### config.mk
export PLATFORM = sky130hd
export DESIGN_NAME = vcds_ram
export DESIGN_NICKNAME = d
export VERILOG_FILES = /design/src/vcds_ram.sv
export SDC_FILE = /design/constraint.sdc
export NUM_CORES = 1
export LEC_CHECK = 0
export ABC_AREA = 1
export BUFFER_PORTS_ARGS = -buffer_cell sky130_fd_sc_hd__buf_2
export CAP_MARGIN = 10
export CORE_ASPECT_RATIO = 0.8
export CORE_MARGIN = 2
export CORE_UTILIZATION = 35
export DETAILED_ROUTE_END_ITERATION = 10
export SLEW_MARGIN = 10
export SYNTH_ARGS = -nofsm -noshare
export SYNTH_HDL_FRONTEND = slang
export SYNTH_SLANG_ARGS = --single-unit
### constraint.sdc
create_clock -name i_clk -period 3.9 [get_ports i_clk]
set_input_delay 0.195 -clock i_clk [delete_from_list [all_inputs] [get_ports i_clk]]
set_output_delay 0.195 -clock i_clk [all_outputs]
set_load 0.02 [all_outputs]
### src/vcds_ram.sv
// Generic RAM: one write port, two registered read ports, read-first.
module vcds_ram #(
    parameter  int WIDTH = 32,
    parameter  int DEPTH = 2,
    localparam int AW    = (DEPTH > 1) ? $clog2(DEPTH) : 1
) (
    input  logic             i_clk,
    input  logic             i_we,
    input  logic [AW-1:0]    i_waddr,
    input  logic [WIDTH-1:0] i_wdata,
    input  logic             i_re,
    input  logic [AW-1:0]    i_raddr_a,
    input  logic [AW-1:0]    i_raddr_b,
    output logic [WIDTH-1:0] o_rdata_a,
    output logic [WIDTH-1:0] o_rdata_b
);

    logic [WIDTH-1:0] r_mem [DEPTH];

    // Same-address read and write return the old word.
    always_ff @(posedge i_clk) begin
        if (i_we) begin
            r_mem[i_waddr] <= i_wdata;
        end
        if (i_re) begin
            o_rdata_a <= r_mem[i_raddr_a];
            o_rdata_b <= r_mem[i_raddr_b];
        end
    end

endmodule

* After elaboration in Yosys (flattened, before gate mapping) *
Memories as Yosys holds them, arrays and structs flattened. A register that Yosys moved wholly into a read port is not among the register bits.
Cells that the tools add are included.

cells by class
  add/subtract/negate cells = 0
  multiply operators = 0
  divide/modulo/power cells = 0
  order comparisons = 0
  equal/unequal tests = 0
  shift-type cells = 0
  multiplexer cells = 2
  bitwise logic cells = 0
  reductions and logical operators = 0

operators by type and width
  kind              count
  2-to-1 mux 1 bit  2

word-level totals
  register bits after elaboration = 0
  latch bits = 0
  RAM bits = 64
  memory bits (read-only) = 0
  output and inout bits = 64
  word-level logic and storage cells = 3
  memories = 1

memories
  name   depth  bits a word  rd ports  clocked after Yosys merged registers in  write ports  RTL line  text
  r_mem  2      32           2         2                                        1            18        logic [WIDTH-1:0] r_mem [DEPTH];

* Logic depth before layout (Yosys ltp) *
  word-level depth = 2
  mapped depth = 5
  mapped depth without buffers = 3

* Worst setup path before layout *
No wires, ideal clock.

  kind = input to register
  from = in i_we
  to = mem r_mem[0][0], enable pin
  setup time = 0.422 ns
  arrival = 1.584 ns
  data required time = 3.478 ns
  slack = 1.894 ns
  stages on the path = 2
  cell sequence = inv_1 -> nor2_1

on the way
  cells in the longest elaborated chain, start to end = 2

ends and longest elaborated chain
  element                                 RTL line  text
  from (decl)                             8         input logic i_we,
  2-to-1 mux 1 bit                        22        if (i_we) begin
  2-to-1 mux 1 bit (implied by the code)  23        r_mem[i_waddr] <= i_wdata;
  to (decl)                               18

No other way between the ends.

* Final worst setup path *
  from = in i_re
  to = reg o_rdata_b[8], read port of r_mem, enable pin

RTL lines
  element      RTL line  text
  from (decl)  11        input logic i_re,
  to (decl)    15        output logic [WIDTH-1:0] o_rdata_b

No word-level cell between the ends.

==> impl_metrics.ini <==
[placed_design]
numPortBuffers = 101
routabilityCongestion = 0.6856
dpl.cell_count = 609
hpwl_mm = 5.287

[yosys]
synth.area.mux_share_pct = 0
synth.cell_area_sq_um = 4812
yosys.area_share.xor_xnor_pct = 0
ys_seq_area_share_pct = 79.88
synthAdderAreaFrac_pct = 0
yosys_warnings = 0
yosysUniqueCellTypes = 10
avgSynthCellArea_sq_um = 14.15
synth_top_family_by_area = simple AND/OR/NAND/NOR gates
synth_compound_area_share_pct = 0
yosys.area_share.simple_pct = 15.81
synth_seq_cells = 128
synthesis.nets = 378
syn_inst = 340

[finish]
final_cell_mix = 180 x nand2_1, 128 x edfxtp_1, 101 x buf_2, 32 x dlygate4sd3_1, 17 x clkbuf_16
mostFrequentLayoutCell = nand2_1
stdcell_count = 673
layout-drive-gt1-share_pct = 30.43
syn2layout_area_growth_pct = 30.50
diodes = 0
fin_nets = 518

[floorplan]
core_sq_um = 13500
die_w_microns = 135.1
placementRows = 38
ioPinCount = 102
fp.dieH_microns = 108.9
die-area_sq_um = 14710
start_util_pct = 35.64

[worst_setup_path]
cp_num_buf_inv = 2
cp.arrival_ps = 1280
path_cells = buf_2 > buf_4
worst_setup_path_start_kind = primary input
r2r_cells = 2
r2r_slack_ps = 3090
worstReg2RegEnd = o_rdata_b[8]$_DFFE_PP_
max_stage_delay_ps = 560
worstPathMaxFanout = 33
cp_slowest_cell = buf_2
r2r-start = r_mem[0][8]$_DFFE_PP_
cp_top_family = buffers and inverters
crit_type = primary input to register
cp-startpoint = i_re
cp-end-kind = register
cp.required_ps = 3960

[min_path]
worstHoldPathCells = 2
hp-class = primary input to register
min-delay-start = i_waddr
whs_endpoint = r_mem[0][3]$_DFFE_PP_

[sta]
post-route-min-period_ps = 1219
period_share_pct = 31.25
clock.fmax_ghz = 0.8206
skew_ps = 4.741
worstMarginPinSlew_ps = 1006
setup_viol = 0
rsz0062_at_grt = false
holdWs_ps = 307.1
slew_violations = 0
fin_setup_tns_ps = 0
slew_headroom_pct = 32.79
hold_viol = 0

[clocking]
clock_latency_ps = 410
cts_num_sinks = 128
cts_inserted_buffers = 17
root_buffer = clkbuf_16
htree_levels = 4
post_cts_resized = 0
cts_tree = built
clockBufferDepth = 2
clk_pin_slew_worst_paths_ps = 50

[power]
leakagePower_uw = 0.002645
finalPower_uw = 3422
power.density_nw_per_um2 = 544.9
peakVddDrop_v = 0.0002891

[grt]
grt_usage_pct = 12.62
antenna_found_initial = 0
grt_start_max_net_pins = 34
grt_overflow = 0
grt_pass1_vias = 2677
grt_pass1_wl_mm = 13.11

[route]
drt_iter0_drc = 183
wire_per_inst_microns = 13.20
viasPerCell = 4.272
vias = 2875
wl_mm = 8.883
dr.pass1.iters = 4
final_antenna_net_count = 0
drc = 0

[run_status]
status = completed

[job]
maxCapViolations = 0
## layout make-up
cell class	instances	area, sq um
Fill cell	1195	7223
Sequential cell	128	3844
Timing Repair Buffer	135	840.8
Multi-Input combinational cell	194	768.2
Clock buffer	17	425.4
Tap cell	180	225.2
Clock inverter	15	146.4
Inverter	4	30.03
## sequential cells by signal, indices dropped and copies added, names as in the netlist
| name | flops |
|---|---|
| o_rdata_a | 32 |
| r_mem | 64 |
| o_rdata_b | 32 |
## through the flow
stage	cell area (sq um)	setup slack [ps]	util [%]
after floorplan	4812	1894	-
after global placement	5388	2264	39.90
after detailed placement	5388	2231	39.90
after CTS	6280	2663	46.51
after global routing	6280	2559	46.51
final	6280	2681	46.51
## kinds of logic after synthesis
kind of cell / Yosys count
DFF: 128
buffers and inverters: 18
and+or+nand+nor: 194
## what timing repair did
item,in CTS,in global routing
hold buffers,32,0
endpoints found under the hold margin,64,0
buffers inserted,0,0
## cell usage after synthesis
| master | count | area [sq um] |
|---|---|---|
| nand2_1 | 180 | 675.7 |
| edfxtp_1 | 128 | 3844 |
| buf_6 | 9 | 101.4 |
| buf_12 | 1 | 20.02 |
| inv_1 | 2 | 7.510 |
| nand2_2 | 13 | 81.33 |
| inv_8 | 2 | 22.52 |
| clkbuf_8 | 3 | 41.29 |
| nor2_1 | 1 | 3.750 |
| buf_8 | 1 | 15.01 |
## worst max-delay path by stage
stage	end	slack, ps	depth (start not counted)
4_1_cts	o_rdata_a[12]$_DFFE_PP_	2660	2
5_1_grt	o_rdata_a[12]$_DFFE_PP_	2560	2
3_3_place_gp	o_rdata_b[2]$_DFFE_PP_	2260	2
6_report	o_rdata_b[8]$_DFFE_PP_	2680	2
3_5_place_dp	o_rdata_a[2]$_DFFE_PP_	2230	2
2_1_floorplan	r_mem[0][0]$_DFFE_PP_	1890	2
## layer usage
layer / GRT usage (%) / vias up / part of all wire, %
met5: 0 / - / 0
met4: 5.432 / 0 / 1.4
met3: 6.183 / 14 / 7.1
met2: 20.96 / 95 / 48
met1: 13.89 / 1336 / 43
li1: - / 1430 / -
## power by group
group / internal, uW / switching [uW]
logic: 94.6 / 176
clock network: 931 / 553
registers: 1630 / 34.9
total: 2660 / 764
(Power assumes the default switching activity.)
